--- config.mk ---
export PLATFORM = sky130hd
export DESIGN_NAME = two_axis_lift_sequencer
export DESIGN_NICKNAME = d
export VERILOG_FILES = /design/src/hw/rtl/tals_pkg.sv /design/src/hw/rtl/two_axis_lift_sequencer.sv
export SDC_FILE = /design/constraint.sdc
export NUM_CORES = 1
export LEC_CHECK = 0
export ABC_CLOCK_PERIOD_IN_PS = 2300
export BUFFER_PORTS_ARGS = -buffer_cell sky130_fd_sc_hd__buf_2
export CORE_MARGIN = 10
export CORE_UTILIZATION = 45
export CTS_BUF_LIST = sky130_fd_sc_hd__clkbuf_4
export CTS_CLUSTER_SIZE = 24
export DETAILED_ROUTE_END_ITERATION = 8
export PLACE_DENSITY = 0.75
export SYNTH_ARGS = -nofsm -noshare
export SYNTH_HDL_FRONTEND = slang
export SYNTH_SLANG_ARGS = --single-unit
--- constraint.sdc ---
create_clock -name clk -period 2.3 [get_ports clk]
set_clock_uncertainty 0.15 [all_clocks]
set_input_delay 0.23 -clock clk [delete_from_list [all_inputs] [get_ports clk]]
set_output_delay 0.23 -clock clk [all_outputs]
set_load 0.02 [all_outputs]
--- src/hw/rtl/tals_pkg.sv ---
// tals_pkg: mode, drive, cap command and fault codes for the two-axis lift sequencer
// plus the packed widths of the stream payloads
// no dependencies
`timescale 1ns / 1ps

package tals_pkg;

  // stream payload widths (fields packed from bit 0, padded to whole bytes)
  localparam int InDataW  = 16;
  localparam int OutDataW = 16;

  // sequencer modes
  localparam logic [3:0] M_START        = 4'd0;
  localparam logic [3:0] M_OPENCAP      = 4'd1;
  localparam logic [3:0] M_CLOSECAP     = 4'd2;
  localparam logic [3:0] M_Y_RISING     = 4'd3;
  localparam logic [3:0] M_Y_MIDDLE     = 4'd4;
  localparam logic [3:0] M_Y_FALLING    = 4'd5;
  localparam logic [3:0] M_YZ_VERTICAL  = 4'd6;
  localparam logic [3:0] M_Z_VERTICAL   = 4'd7;
  localparam logic [3:0] M_Z_RISING     = 4'd8;
  localparam logic [3:0] M_Z_MIDDLE     = 4'd9;
  localparam logic [3:0] M_Z_FALLING    = 4'd10;
  localparam logic [3:0] M_PRESENTATION = 4'd11;
  localparam logic [3:0] M_UNDEFINED    = 4'd12;
  localparam logic [3:0] M_ERROR        = 4'd13;

  // motor drive codes
  localparam logic [1:0] DRV_STOP = 2'd0;
  localparam logic [1:0] DRV_FWD  = 2'd1;
  localparam logic [1:0] DRV_BACK = 2'd2;

  // cap command codes
  localparam logic [1:0] CAP_NONE  = 2'd0;
  localparam logic [1:0] CAP_OPEN  = 2'd1;
  localparam logic [1:0] CAP_CLOSE = 2'd2;

  // fault codes
  localparam logic [2:0] FLT_NONE            = 3'd0;
  localparam logic [2:0] FLT_OPEN_NOT_UP     = 3'd1;
  localparam logic [2:0] FLT_OPEN_ALREADY    = 3'd2;
  localparam logic [2:0] FLT_OPEN_FAILED     = 3'd3;
  localparam logic [2:0] FLT_CLOSE_NOT_DOWN  = 3'd4;
  localparam logic [2:0] FLT_CLOSE_ALREADY   = 3'd5;
  localparam logic [2:0] FLT_CLOSE_FAILED    = 3'd6;

  // one tick of qualified inputs
  typedef struct packed {
    logic cap_ok;
    logic z_vert_limit;
    logic z_end_limit;
    logic y_home_limit;
    logic y_top_limit;
    logic horiz_press;
    logic vert_press;
    logic halt_press;
    logic down_press;
    logic up_press;
  } tick_t;

endpackage

--- src/hw/rtl/two_axis_lift_sequencer.sv ---
// two_axis_lift_sequencer: mode sequencer for a cap, a main axis and a second axis
// depends on tals_pkg
// Pipeline: a tick passes the input register, then the mode update writes the result
//   register that drives out_tvalid; a stalled output holds the tick between them.
// Throughput: one tick per cycle unless out_tready stalls the output; the mode update is a
//   combinational priority decode of the registered state; ticks flow at full rate.
// Reset: rst_n synchronous, active low; clears both pipeline valids and puts the
//   sequencer in the start mode with motors stopped, cap marks and fault cleared.
`timescale 1ns / 1ps

module two_axis_lift_sequencer
  import tals_pkg::*;
(
  input  logic                clk,
  input  logic                rst_n,
  input  logic                in_tvalid,
  output logic                in_tready,
  // bit 0 up_press, 1 down_press, 2 halt_press, 3 vert_press, 4 horiz_press,
  // 5 y_top_limit, 6 y_home_limit, 7 z_end_limit, 8 z_vert_limit, 9 cap_ok, rest zero
  input  logic [InDataW-1:0]  in_tdata,
  output logic                out_tvalid,
  input  logic                out_tready,
  // bits 3:0 mode, 5:4 main_drive, 7:6 second_drive, 9:8 cap_cmd, 12:10 fault,
  // rest zero
  output logic [OutDataW-1:0] out_tdata
);

  // pipeline control
  logic  in_valid_r;
  tick_t in_tick_r;
  logic  out_free;
  logic  step;

  assign out_free  = !out_tvalid || out_tready;
  assign step      = in_valid_r && out_free;
  assign in_tready = !in_valid_r || out_free;

  // input register
  always_ff @(posedge clk) begin
    if (!rst_n) begin
      in_valid_r <= 1'b0;
    end else if (in_tready) begin
      in_valid_r <= in_tvalid;
    end
  end

  always_ff @(posedge clk) begin
    if (in_tvalid && in_tready) begin
      in_tick_r <= tick_t'(in_tdata[$bits(tick_t)-1:0]);
    end
  end

  // sequencer state
  logic [3:0] mode_r, mode_nxt;
  logic       going_up_r, going_up_nxt;
  logic       going_down_r, going_down_nxt;
  logic       halted_r, halted_nxt;
  logic       entry_r, entry_nxt;
  logic       cap_open_r, cap_open_nxt;
  logic       cap_closed_r, cap_closed_nxt;
  logic [1:0] main_drv_r, main_drv_nxt;
  logic [1:0] second_drv_r, second_drv_nxt;
  logic [2:0] fault_r, fault_nxt;
  logic [1:0] cap_cmd;

  // mode update, tests in priority order per mode
  always_comb begin
    mode_nxt       = mode_r;
    going_up_nxt   = going_up_r;
    going_down_nxt = going_down_r;
    halted_nxt     = halted_r;
    entry_nxt      = entry_r;
    cap_open_nxt   = cap_open_r;
    cap_closed_nxt = cap_closed_r;
    main_drv_nxt   = main_drv_r;
    second_drv_nxt = second_drv_r;
    fault_nxt      = fault_r;
    cap_cmd        = CAP_NONE;

    unique case (mode_r)
      M_START: begin
        if (in_tick_r.up_press) begin
          {going_up_nxt, going_down_nxt, halted_nxt} = 3'b100;
          entry_nxt = 1'b1;
          mode_nxt  = M_OPENCAP;
        end else begin
          entry_nxt = 1'b0;
        end
      end
      M_OPENCAP: begin
        if (!going_up_r) begin
          mode_nxt  = M_ERROR;
          fault_nxt = FLT_OPEN_NOT_UP;
        end else if (cap_open_r) begin
          mode_nxt  = M_ERROR;
          fault_nxt = FLT_OPEN_ALREADY;
        end else begin
          cap_cmd = CAP_OPEN;
          if (in_tick_r.cap_ok) begin
            cap_open_nxt   = 1'b1;
            cap_closed_nxt = 1'b0;
            mode_nxt       = M_Y_RISING;
          end else begin
            mode_nxt  = M_ERROR;
            fault_nxt = FLT_OPEN_FAILED;
          end
        end
      end
      M_CLOSECAP: begin
        if (!going_down_r) begin
          mode_nxt  = M_ERROR;
          fault_nxt = FLT_CLOSE_NOT_DOWN;
        end else if (cap_closed_r) begin
          mode_nxt  = M_ERROR;
          fault_nxt = FLT_CLOSE_ALREADY;
        end else begin
          cap_cmd = CAP_CLOSE;
          if (in_tick_r.cap_ok) begin
            cap_closed_nxt = 1'b1;
            cap_open_nxt   = 1'b0;
            mode_nxt       = M_START;
          end else begin
            mode_nxt  = M_ERROR;
            fault_nxt = FLT_CLOSE_FAILED;
          end
        end
      end
      M_Y_RISING: begin
        if (in_tick_r.y_top_limit) begin
          main_drv_nxt = DRV_STOP;
          entry_nxt    = 1'b1;
          mode_nxt     = M_YZ_VERTICAL;
        end else if (in_tick_r.halt_press) begin
          main_drv_nxt = DRV_STOP;
          {going_up_nxt, going_down_nxt, halted_nxt} = 3'b001;
          entry_nxt    = 1'b1;
          mode_nxt     = M_Y_MIDDLE;
        end else if (in_tick_r.down_press) begin
          main_drv_nxt = DRV_STOP;
          {going_up_nxt, going_down_nxt, halted_nxt} = 3'b010;
          entry_nxt    = 1'b1;
          mode_nxt     = M_Y_FALLING;
        end else if (entry_r) begin
          entry_nxt    = 1'b0;
          main_drv_nxt = DRV_FWD;
        end
      end
      M_Y_MIDDLE: begin
        if (in_tick_r.up_press) begin
          {going_up_nxt, going_down_nxt, halted_nxt} = 3'b100;
          entry_nxt = 1'b1;
          mode_nxt  = M_Y_RISING;
        end else if (in_tick_r.down_press) begin
          {going_up_nxt, going_down_nxt, halted_nxt} = 3'b010;
          entry_nxt = 1'b1;
          mode_nxt  = M_Y_FALLING;
        end else begin
          entry_nxt = 1'b0;
        end
      end
      M_Y_FALLING: begin
        if (in_tick_r.y_home_limit) begin
          main_drv_nxt = DRV_STOP;
          entry_nxt    = 1'b1;
          mode_nxt     = M_CLOSECAP;
        end else if (in_tick_r.up_press) begin
          main_drv_nxt = DRV_STOP;
          {going_up_nxt, going_down_nxt, halted_nxt} = 3'b100;
          entry_nxt    = 1'b1;
          mode_nxt     = M_Y_RISING;
        end else if (in_tick_r.halt_press) begin
          main_drv_nxt = DRV_STOP;
          {going_up_nxt, going_down_nxt, halted_nxt} = 3'b001;
          entry_nxt    = 1'b1;
          mode_nxt     = M_Y_MIDDLE;
        end else if (entry_r) begin
          entry_nxt    = 1'b0;
          main_drv_nxt = DRV_BACK;
        end
      end
      M_YZ_VERTICAL: begin
        if (going_up_r) begin
          entry_nxt = 1'b1;
          mode_nxt  = M_Z_RISING;
        end else if (going_down_r) begin
          entry_nxt = 1'b1;
          mode_nxt  = M_Y_FALLING;
        end else if (entry_r) begin
          entry_nxt      = 1'b0;
          main_drv_nxt   = DRV_STOP;
          second_drv_nxt = DRV_STOP;
        end
      end
      M_Z_VERTICAL: begin
        if (in_tick_r.up_press) begin
          {going_up_nxt, going_down_nxt, halted_nxt} = 3'b100;
          entry_nxt = 1'b1;
          mode_nxt  = M_Z_RISING;
        end else if (in_tick_r.down_press) begin
          {going_up_nxt, going_down_nxt, halted_nxt} = 3'b010;
          entry_nxt = 1'b1;
          mode_nxt  = M_Y_FALLING;
        end else if (in_tick_r.horiz_press) begin
          entry_nxt = 1'b1;
          mode_nxt  = M_Z_RISING;
        end else if (entry_r) begin
          entry_nxt      = 1'b0;
          main_drv_nxt   = DRV_STOP;
          second_drv_nxt = DRV_STOP;
        end
      end
      M_Z_RISING: begin
        if (in_tick_r.z_end_limit) begin
          second_drv_nxt = DRV_STOP;
          entry_nxt      = 1'b1;
          mode_nxt       = M_PRESENTATION;
        end else if (in_tick_r.halt_press) begin
          second_drv_nxt = DRV_STOP;
          {going_up_nxt, going_down_nxt, halted_nxt} = 3'b001;
          entry_nxt      = 1'b1;
          mode_nxt       = M_Z_MIDDLE;
        end else if (in_tick_r.down_press) begin
          second_drv_nxt = DRV_STOP;
          {going_up_nxt, going_down_nxt, halted_nxt} = 3'b010;
          entry_nxt      = 1'b1;
          mode_nxt       = M_Z_FALLING;
        end else if (in_tick_r.vert_press) begin
          entry_nxt = 1'b1;
          mode_nxt  = M_Z_FALLING;
        end else if (entry_r) begin
          entry_nxt      = 1'b0;
          second_drv_nxt = DRV_FWD;
        end
      end
      M_Z_MIDDLE: begin
        if (in_tick_r.up_press) begin
          {going_up_nxt, going_down_nxt, halted_nxt} = 3'b100;
          entry_nxt = 1'b1;
          mode_nxt  = M_Z_RISING;
        end else if (in_tick_r.down_press) begin
          {going_up_nxt, going_down_nxt, halted_nxt} = 3'b010;
          entry_nxt = 1'b1;
          mode_nxt  = M_Z_FALLING;
        end else if (in_tick_r.vert_press) begin
          entry_nxt = 1'b1;
          mode_nxt  = M_Z_FALLING;
        end else if (in_tick_r.horiz_press) begin
          entry_nxt = 1'b1;
          mode_nxt  = M_Z_RISING;
        end else begin
          entry_nxt = 1'b0;
        end
      end
      M_Z_FALLING: begin
        if (in_tick_r.z_vert_limit) begin
          second_drv_nxt = DRV_STOP;
          entry_nxt      = 1'b1;
          mode_nxt       = going_down_r ? M_YZ_VERTICAL : M_Z_VERTICAL;
        end else if (in_tick_r.up_press) begin
          second_drv_nxt = DRV_STOP;
          {going_up_nxt, going_down_nxt, halted_nxt} = 3'b100;
          entry_nxt      = 1'b1;
          mode_nxt       = M_Z_RISING;
        end else if (in_tick_r.halt_press) begin
          second_drv_nxt = DRV_STOP;
          {going_up_nxt, going_down_nxt, halted_nxt} = 3'b001;
          entry_nxt      = 1'b1;
          mode_nxt       = M_Z_MIDDLE;
        end else if (in_tick_r.horiz_press) begin
          entry_nxt = 1'b1;
          mode_nxt  = M_Z_RISING;
        end else if (entry_r) begin
          entry_nxt      = 1'b0;
          second_drv_nxt = DRV_BACK;
        end
      end
      M_PRESENTATION: begin
        if (in_tick_r.down_press) begin
          second_drv_nxt = DRV_STOP;
          {going_up_nxt, going_down_nxt, halted_nxt} = 3'b010;
          entry_nxt      = 1'b1;
          mode_nxt       = M_Z_FALLING;
        end else if (in_tick_r.vert_press) begin
          entry_nxt = 1'b1;
          mode_nxt  = M_Z_FALLING;
        end else if (entry_r) begin
          entry_nxt      = 1'b0;
          main_drv_nxt   = DRV_STOP;
          second_drv_nxt = DRV_STOP;
        end
      end
      // error, undefined and unused codes hold everything
      default: begin
      end
    endcase
  end

  // state registers, updated once per processed tick
  always_ff @(posedge clk) begin
    if (!rst_n) begin
      mode_r       <= M_START;
      going_up_r   <= 1'b0;
      going_down_r <= 1'b0;
      halted_r     <= 1'b0;
      entry_r      <= 1'b0;
      cap_open_r   <= 1'b0;
      cap_closed_r <= 1'b0;
      main_drv_r   <= DRV_STOP;
      second_drv_r <= DRV_STOP;
      fault_r      <= FLT_NONE;
    end else if (step) begin
      mode_r       <= mode_nxt;
      going_up_r   <= going_up_nxt;
      going_down_r <= going_down_nxt;
      halted_r     <= halted_nxt;
      entry_r      <= entry_nxt;
      cap_open_r   <= cap_open_nxt;
      cap_closed_r <= cap_closed_nxt;
      main_drv_r   <= main_drv_nxt;
      second_drv_r <= second_drv_nxt;
      fault_r      <= fault_nxt;
    end
  end

  // result register
  logic out_valid_r;
  logic [OutDataW-1:0] out_data_r;

  always_ff @(posedge clk) begin
    if (!rst_n) begin
      out_valid_r <= 1'b0;
    end else if (out_free) begin
      out_valid_r <= in_valid_r;
    end
  end

  always_ff @(posedge clk) begin
    if (step) begin
      out_data_r <= {3'b000, fault_nxt, cap_cmd, second_drv_nxt, main_drv_nxt, mode_nxt};
    end
  end

  assign out_tvalid = out_valid_r;
  assign out_tdata  = out_data_r;

  // halted only tracked for direction bookkeeping; keep it observable to checks
  // sticky error: a fault code is set exactly when the mode is error
  a_fault_means_error: assert property (@(posedge clk) disable iff (!rst_n)
    (fault_r != FLT_NONE) == (mode_r == M_ERROR))
    else $error("fault code and error mode disagree");

  // error mode is left only by reset
  a_error_sticky: assert property (@(posedge clk) disable iff (!rst_n)
    (mode_r == M_ERROR) |=> (mode_r == M_ERROR))
    else $error("error mode left without reset");

  // at most one direction mark is set
  a_dir_onehot: assert property (@(posedge clk) disable iff (!rst_n)
    $onehot0({going_up_r, going_down_r, halted_r}))
    else $error("direction marks overlap");

  // state moves only with a processed tick
  a_state_holds: assert property (@(posedge clk) disable iff (!rst_n)
    !step |=> $stable(mode_r) && $stable(fault_r))
    else $error("state changed without a processed tick");

endmodule

==> results by stage, run 1 <==
Synthesis:
- In this run the cell area of the synthesized design comes to 2799 sq um.
- The Yosys step of the flow raised 0 warnings.
- The share of flip-flops with an asynchronous set or reset after synthesis is 0%.
- In this run, synthesis inferred 23 flip-flops with an integrated enable.
- The post-synthesis cell count is 324.
- Sequential elements use 37.55% of the synthesized area.
- The synthesized area divided by synthesized cell count is 8.639 sq um.
- The commonest register cell after synthesis is edfxtp_1.
- In this run, distinct cell masters in the synthesized netlist total 75.
- Synthesis inferred 41 register bits.

Drt:
- In the routed design, unresolved DRC markers number 0.
- The number of design-rule violations left by the first detailed-router iteration is 362.
- The overall routed net length is 8144 um.
- The final route contains 2761 vias.
- For this run, the detailed router's first-pass iteration total came to 5.
- The count of nets left with antenna violations once routing finished came out at 0.
- The detailed-route wire length per cell is 18.30 um.
- The mean number of vias per cell is 6.204.

Worst hold path:
- The hold path depth is 2.
- The worst min-delay path category is in2reg.
- The launch point of the worst hold path is rst_n.
- The endpoint of the worst hold-timing path is fault_r[0]$_SDFFE_PN0P_.

Power:
- Summed over all nets, the switching power comes to 582.5 uW.
- The maximum ir drop on the vdd rail is 0.0002678 V.
- The share of total power in the clock network is 31.8%.
- The share of total power dissipated in combinational logic is 23.7%.
- The leakage component of the power is 1.249 nW.
- Of the total power, the share spent switching nets is 30.15%.
- The sequential share of power is 44.5%.
- For this design the ratio of total power to cell area is 573.7 nW/um^2.
- The cell-internal power is 1.350 mW.

Critical path:
- The worst reg2reg path depth is 7.
- The critical path goes through buf_12, nor4bb_1, a22oi_1, nand4_1, a311oi_1, buf_4, a21oi_1.
- The cell with the largest stage delay on the worst path is dfxtp_1.
- The critical path required time is 2.38 ns.
- The worst setup path is captured at a flip-flop.
- The slack of the worst reg-to-reg path is 0.12 ns.
- Along the worst path, the maximum fanout reaches 16.
- The largest single stage delay on the critical path is 0.57 ns.
- The critical path in this run is classified as reg2reg.
- The worst setup path is launched from a flip-flop.
- The startpoint of the worst register-to-register path is mode_r[2]$_SDFFE_PN0P_.
- At the worst endpoint, the arrival time is 2.26 ns.
- The worst register-to-register path ends at out_tdata[1]$_DFFE_PP_.

Clock network:
- The cell chosen for the clock root is clkbuf_4.
- The number of clock buffers added by TritonCTS is 5.
- The number of gates resized after CTS was 0.
- Clock tree synthesis found a total of 41 sinks.
- The CTS H-tree depth is 2.
- The clock passes through at most 2 buffers.
- The CTS clock-pin slew for the worst setup and hold paths is 0.14 ns.
- TritonCTS built the clock tree.
- The clock latency of the later-clocked register in the worst-skew pair is 0.38 ns.

Timing:
- The post-route clock period utilization is 94.76%.
- The post-layout minimum cycle time is 2.180 ns.
- The upper clock frequency limit is 458.8 MHz.
- The final max-slew violation count is 0.
- Summed over all failing endpoints, the final setup total negative slack is 0 ns.
- Setup repair after global routing left no endpoint under its margin.
- The final-report setup violation count is 0.
- The hold violation count in the final report is 0.

Cells and area:
- The top cell types in the final layout, fill and taps aside, are 28 x buf_2, 25 x nor2_1, 25 x buf_4.
- The net count reported at finish is 389.
- In the final layout, the share of cells above drive strength 1 is 20.27%.
- The core occupancy in the finished layout is 56.22%.
- Relative to the synthesized area, the layout overhead comes to 20.34%.
- The number of inserted diodes is 0.
- Leaving out fill and tap cells, the most frequent cell in the layout is buf_2.

Run status:
- The flow ran to the end, and the final reports show no timing, DRC or antenna violations.

Run:
- The tool flagged a number of max-cap violations equal to 0.

Placed design:
- At the end of routability-driven placement, the weighted congestion stood at 0.9519.
- In this run the tool buffered the top-level ports with 28 buffer cells.
- The HPWL after detailed placement is 5844 um.

Floorplan:
- The floorplan step defined a die boundary enclosing 9774 sq um.
- The die is 98.87 um wide.
- 38 I/O pins were placed.
- The initial utilization of the core area, before any placement, comes to 46.72%.
- The total number of placement rows is 28.
- The area of the core is 5991 sq um.
- Measured along the y axis, the die boundary spans 98.87 um.

Global routing:
- Global routing used 16.53% of the available tracks.
- The number of antenna violations at the first check in global routing is 0.
- The first-pass GRT wire length is 13620 um.
- The pin count of the biggest net entering global routing is 45.
- The global-route congestion overflow total is 0.
- The via count of the first global-routing pass is 2701.
-- repair_timing --
| action | 4_1_cts | 5_1_grt |
|---|---|---|
| hold endpoints to repair | 12 | 0 |
| setup endpoints to repair | 0 | 1 |
| setup buffers | 0 | 2 |
| hold buffers | 12 | 0 |
-- flip-flops by register name (all words and copies together) (netlist names) --
register,cells
out_tdata,13
in_tick_r,10
mode_r,4
fault_r,3
main_drv_r,2
second_drv_r,2
cap_closed_r,1
cap_open_r,1
entry_r,1
going_down_r,1
going_up_r,1
in_valid_r,1
out_tvalid,1
-- worst max path at each step --
stage                       startpoint                   endpoint  slack (ns)
4_1_cts         in_tick_r[0]$_DFFE_PP_     out_tdata[1]$_DFFE_PP_        0.13
2_1_floorplan  out_tvalid$_SDFFE_PN0P_  cap_closed_r$_SDFFE_PN0P_        0.21
5_1_grt         mode_r[3]$_SDFFE_PN0P_     out_tdata[6]$_DFFE_PP_        0.02
3_5_place_dp    in_tick_r[0]$_DFFE_PP_     out_tdata[1]$_DFFE_PP_        0.16
3_3_place_gp    mode_r[2]$_SDFFE_PN0P_     mode_r[0]$_SDFFE_PN0P_        0.17
6_report        mode_r[2]$_SDFFE_PN0P_     out_tdata[1]$_DFFE_PP_        0.12
-- synth_stat cells, drive strengths merged (4+ instances only) --
master | instances | share of area [%]
nor4 | 9 | 2.5
buf | 20 | 4.2
edfxtp | 23 | 25
nand2 | 24 | 3.2
a21oi | 24 | 4.3
nor2 | 26 | 3.6
nand4b | 4 | 1.3
o21a | 4 | 1.1
nor2b | 14 | 3.2
nand2b | 11 | 2.5
or2 | 4 | 0.89
o21ai | 26 | 4.6
clkbuf | 13 | 1.8
a311oi | 4 | 1.3
a211oi | 5 | 1.3
inv | 9 | 1.2
dfxtp | 18 | 13
nor3 | 11 | 2.1
-- cell families (layout without fill, tap and decap cells) --
group,count (synthesis),in the layout,share of synthesized area [%]
DFF,41,41,37.55
muxes,1,1,0.3576
AOI/OAI and AO/OA,106,106,25.97
buffers and inverters,42,86,7.152
and+or+nand+nor,133,133,28.83
other,1,3,0.1340
-- cell type report --
class	instances	area [sq um]
Fill cell	537	2623
Multi-Input combinational cell	243	1555
Sequential cell	41	1051
Timing Repair Buffer	69	528.0
Tap cell	75	93.84
Clock inverter	3	68.82
Clock buffer	5	37.54
Inverter	9	33.78
-- layer usage --
layer | share of wire, % | vias up | global-route usage, % | wire, um
met5 | 0 | - | 0 | 0
met4 | 3.0 | 0 | 8.049 | 245
met2 | 46 | 133 | 26.15 | 3719
met3 | 7.6 | 28 | 3.631 | 618
met1 | 44 | 1288 | 20.71 | 3561
li1 | - | 1312 | - | -
-- power groups by stage --
| stage | Clock, mW | Sequential [mW] | Combinational (mW) |
|---|---|---|---|
| floorplan | 0 | 0.875 | 0.281 |
| global placement | 0 | 0.875 | 0.423 |
| detailed placement | 0 | 0.875 | 0.427 |
| CTS | 0.622 | 0.859 | 0.444 |
| global route | 0.649 | 0.864 | 0.493 |
| finish | 0.615 | 0.859 | 0.458 |
-- per-stage QoR --
stage	power, mW	instances	area [sq um]	worst slack [ns]	hold WS [ns]
global route	2.006	445	3368	0.01861	0.04362
floorplan	1.155	326	2806	0.2054	0.1789
finish	1.932	445	3368	0.1205	0.04869
global placement	1.298	423	3127	0.1720	0.2570
detailed placement	1.302	423	3127	0.1634	0.2581
CTS	1.925	443	3353	0.1330	0.04723
-- critical path, delay by kind of cell, from the launching register on --
kind | cells | cell delay (ns)
buf+inv | 2 | 0.37
compound gates | 3 | 0.41
simple gates | 2 | 0.54
flops | 1 | 0.57
Note: power is estimated with default switching activity, not from simulation.
==> inputs of run 2 (changes only) <==
--- a/config.mk
+++ b/config.mk
@@ -5,6 +5,7 @@
 export SDC_FILE = /design/constraint.sdc
 export NUM_CORES = 1
 export LEC_CHECK = 0
+export ABC_AREA = 1
 export ABC_CLOCK_PERIOD_IN_PS = 2300
 export BUFFER_PORTS_ARGS = -buffer_cell sky130_fd_sc_hd__buf_2
 export CORE_MARGIN = 10
@@ -12,7 +13,7 @@
 export CTS_BUF_LIST = sky130_fd_sc_hd__clkbuf_4
 export CTS_CLUSTER_SIZE = 24
 export DETAILED_ROUTE_END_ITERATION = 8
-export PLACE_DENSITY = 0.75
+export PLACE_DENSITY = 0.76
 export SYNTH_ARGS = -nofsm -noshare
 export SYNTH_HDL_FRONTEND = slang
 export SYNTH_SLANG_ARGS = --single-unit
==> results by stage, run 2 <==
Global routing:
- The global-route congestion overflow total is 0.
- Entering global routing, the biggest net connects 27 pins.
- The overall fraction of global-route tracks in use is 15.68%.
- The via count of the first global-routing pass was 2382.
- The first global-routing pass estimated 11120 um of wire.
- The number of antenna violations at the first check in global routing is 0.

Timing:
- The setup TNS is 0 ns.
- Setup repair after global routing left no endpoint under its margin.
- The final max-slew violation count is 0.
- In the post-route analysis, the smallest setup slack over all paths is 0.2975 ns.
- After layout, the worst path uses 87.07% of the clock period.
- The post-layout minimum cycle time is 2.003 ns.
- Setup violations remaining at the end of the flow were counted as 0.
- The hold violation count in the final report is 0.
- The upper clock frequency limit is 499.4 MHz.

Floorplan:
- In this run the core area contains 26 standard-cell rows.
- The area of the core is 5205 sq um.
- The die height is 94.16 um.
- The die covers 8866 sq um.
- The starting utilization of the core area is 47.55%.
- 38 I/O pins were placed.
- The die is 94.16 um wide.

Synthesis:
- The share of flip-flops with an asynchronous set or reset after synthesis is 0%.
- In this run the cell area of the synthesized design comes to 2475 sq um.
- The number of distinct library cells after synthesis is 28.
- Sequential cells were found to cover 42.47% of the synthesized design area.
- The most common cell in the netlist is nand2_1.
- A synthesized cell averages 6.952 sq um.
- edfxtp_1 takes more of the synthesized area than any other cell.
- By area the synthesized netlist is led by edfxtp_1 28%, dfxtp_1 15%, nand2_1 12%.
- The synthesized design contains 41 register bits.
- In the synthesized netlist the dominant register cell turns out to be edfxtp_1.
- The post-synthesis cell count is 356.
- Ranked by instance count, the synthesized netlist is headed by 78 x nand2_1, 49 x nor2_1, 45 x inv_1.
- The Yosys step of the flow raised 0 warnings.
- The share of Yosys cell area claimed by the top area cell type is 27.91%.
- The number of synthesized flops with an enable pin is 23.

Run:
- The number of maximum-capacitance violations is 0.

Placed design:
- OpenSTA, run right after detailed placement, puts the worst setup slack at 0.3921 ns.
- The final weighted congestion in routability-driven placement is 1.018.
- The post-detailed-placement cell area is 2699 sq um.
- Port buffering added 28 buffers.
- The HPWL after detailed placement is 5239 um.

Critical path:
- Along the worst path, the maximum fanout reaches 8.
- The endpoint class of the critical path is a flip-flop.
- The critical path required time is 2.45 ns.
- The startpoint kind of the worst setup timing path is a flip-flop.
- The data arrival time at the worst-slack endpoint is 2.16 ns.
- The setup path with the least slack is of type reg2reg.

Clock network:
- In this run the number of H-tree levels came out at 2.
- No sink is reached through more buffers than the 2 on the longest clock path.
- The number of clock buffers inserted by TritonCTS is 5.
- In this run, post-CTS hold repair placed 11 buffers.
- The clock latency of the later-clocked register in the worst-skew pair is 0.35 ns.
- Gates resized during post-CTS repair numbered 0.
- Once the clock tree was built, the setup fixing pass inserted 0 buffers.
- CTS saw 41 sinks.
- The CTS clock-pin slew for the worst setup and hold paths is 0.12 ns.
- The clock tree from TritonCTS is built.
- The cell chosen for the clock root is clkbuf_4.

Power:
- In this run the power density over the cells is 561.9 nW/um^2.
- Across the VDD grid, the largest voltage drop is 0.0002407 V.
- The leakage component of the power is 1.309 nW.

Cells and area:
- The commonest non-fill, non-tap cell in the layout is nand2_1.
- The top cell types in the final layout, fill and taps aside, are 78 x nand2_1, 49 x nor2_1, 45 x inv_1.
- The number of flip-flops in the largest register is 13.
- In the final layout, the share of cells above drive strength 1 is 13.47%.
- The number of inserted diodes is 0.
- The finished cells cover 2869 sq um.
- At the end of the flow, the number of nets in the layout was 420.
- The layout-stage area growth over the synthesis result is 15.93%.

Drt:
- The mean number of vias per cell is 5.406.
- The detail route stage leaves a number of antenna-violating nets equal to 0.
- The detailed-route wire length per cell is 14.60 um.
- The first TritonRoute pass finished after 5 iterations.
- In the routed design, unresolved DRC markers number 0.
- The overall via count from detail_route is 2546.
- The number of design-rule violations left by the first detailed-router iteration is 307.
- The overall routed net length is 6877 um.

Worst hold path:
- The tightest min-delay check is of the in2reg type.

Run status:
- The run finished with clean final reports.
-- run 2: worst paths after layout --
check                                              from                      end  slack, ns  depth (start not counted)
worst max register to register   mode_r[1]$_SDFFE_PN0P_  cap_open_r$_SDFFE_PN0P_       0.30                         10
worst min-delay path                         out_tready  out_tvalid$_SDFFE_PN0P_       0.01                          4
worst max-delay path             mode_r[1]$_SDFFE_PN0P_  cap_open_r$_SDFFE_PN0P_       0.30                         10
worst min register to register  in_valid_r$_SDFFE_PN0N_  out_tvalid$_SDFFE_PN0P_       0.36                          2
-- run 2: logic make-up after synthesis --
family	count (synthesis)	synth area share, %
flip-flops	41	42.47
AO/OA/AOI/OAI	69	15.02
buffers and inverters	60	9.858
AND/OR/NAND/NOR	185	32.51
other	1	0.1515
-- run 2: layer usage --
metal | vias to the layer above | part of all wire, % | track usage [%] | routed length [um]
met2 | 132 | 48 | 27.29 | 3291
met5 | - | 0 | 0 | 0
met3 | 18 | 10 | 3.597 | 688
met1 | 1129 | 41 | 18.61 | 2796
met4 | 0 | 1.5 | 4.557 | 100
li1 | 1267 | - | - | -
-- run 2: metrics by stage --
stage / hold WS [ns] / instances / utilization [%] / total power, mW
after floorplan: 0.1789 / 358 / - / 1.132
after global placement: 0.2567 / 452 / 51.85 / 1.229
after detailed placement: 0.2587 / 452 / 51.85 / 1.233
after CTS: 0.006964 / 471 / 55.12 / 1.619
after global routing: 0.01570 / 471 / 55.12 / 1.701
final: 0.009695 / 471 / 55.12 / 1.612
-- run 2: cell type report --
type / count / area (sq um)
clock inverters: 1 / 7.507
repair buffers: 44 / 287.8
multi-input cells: 257 / 1191
clock buffers: 7 / 52.55
flip-flops and latches: 41 / 1051
inverters: 51 / 191.4
fillers: 520 / 2336
well taps: 70 / 87.58
-- run 2: worst max-delay path, stage by stage, from the launching register on --
cell and delay (ns):
dfxtp_1 0.55, inv_2 0.16, nor2_2 0.22, nand2_1 0.15
nand2_1 0.15, inv_1 0.11, nor2_1 0.11, nand3_1 0.10
o21ai_1 0.13, nand2_1 0.06, nor2_1 0.07
-- run 2: where the power goes --
part | switching (mW) | total [mW] | internal (mW)
logic | 0.248 | 0.369 | 0.120
clock network | 0.230 | 0.374 | 0.144
registers | 0.0387 | 0.869 | 0.830
total | 0.517 | 1.61 | 1.10
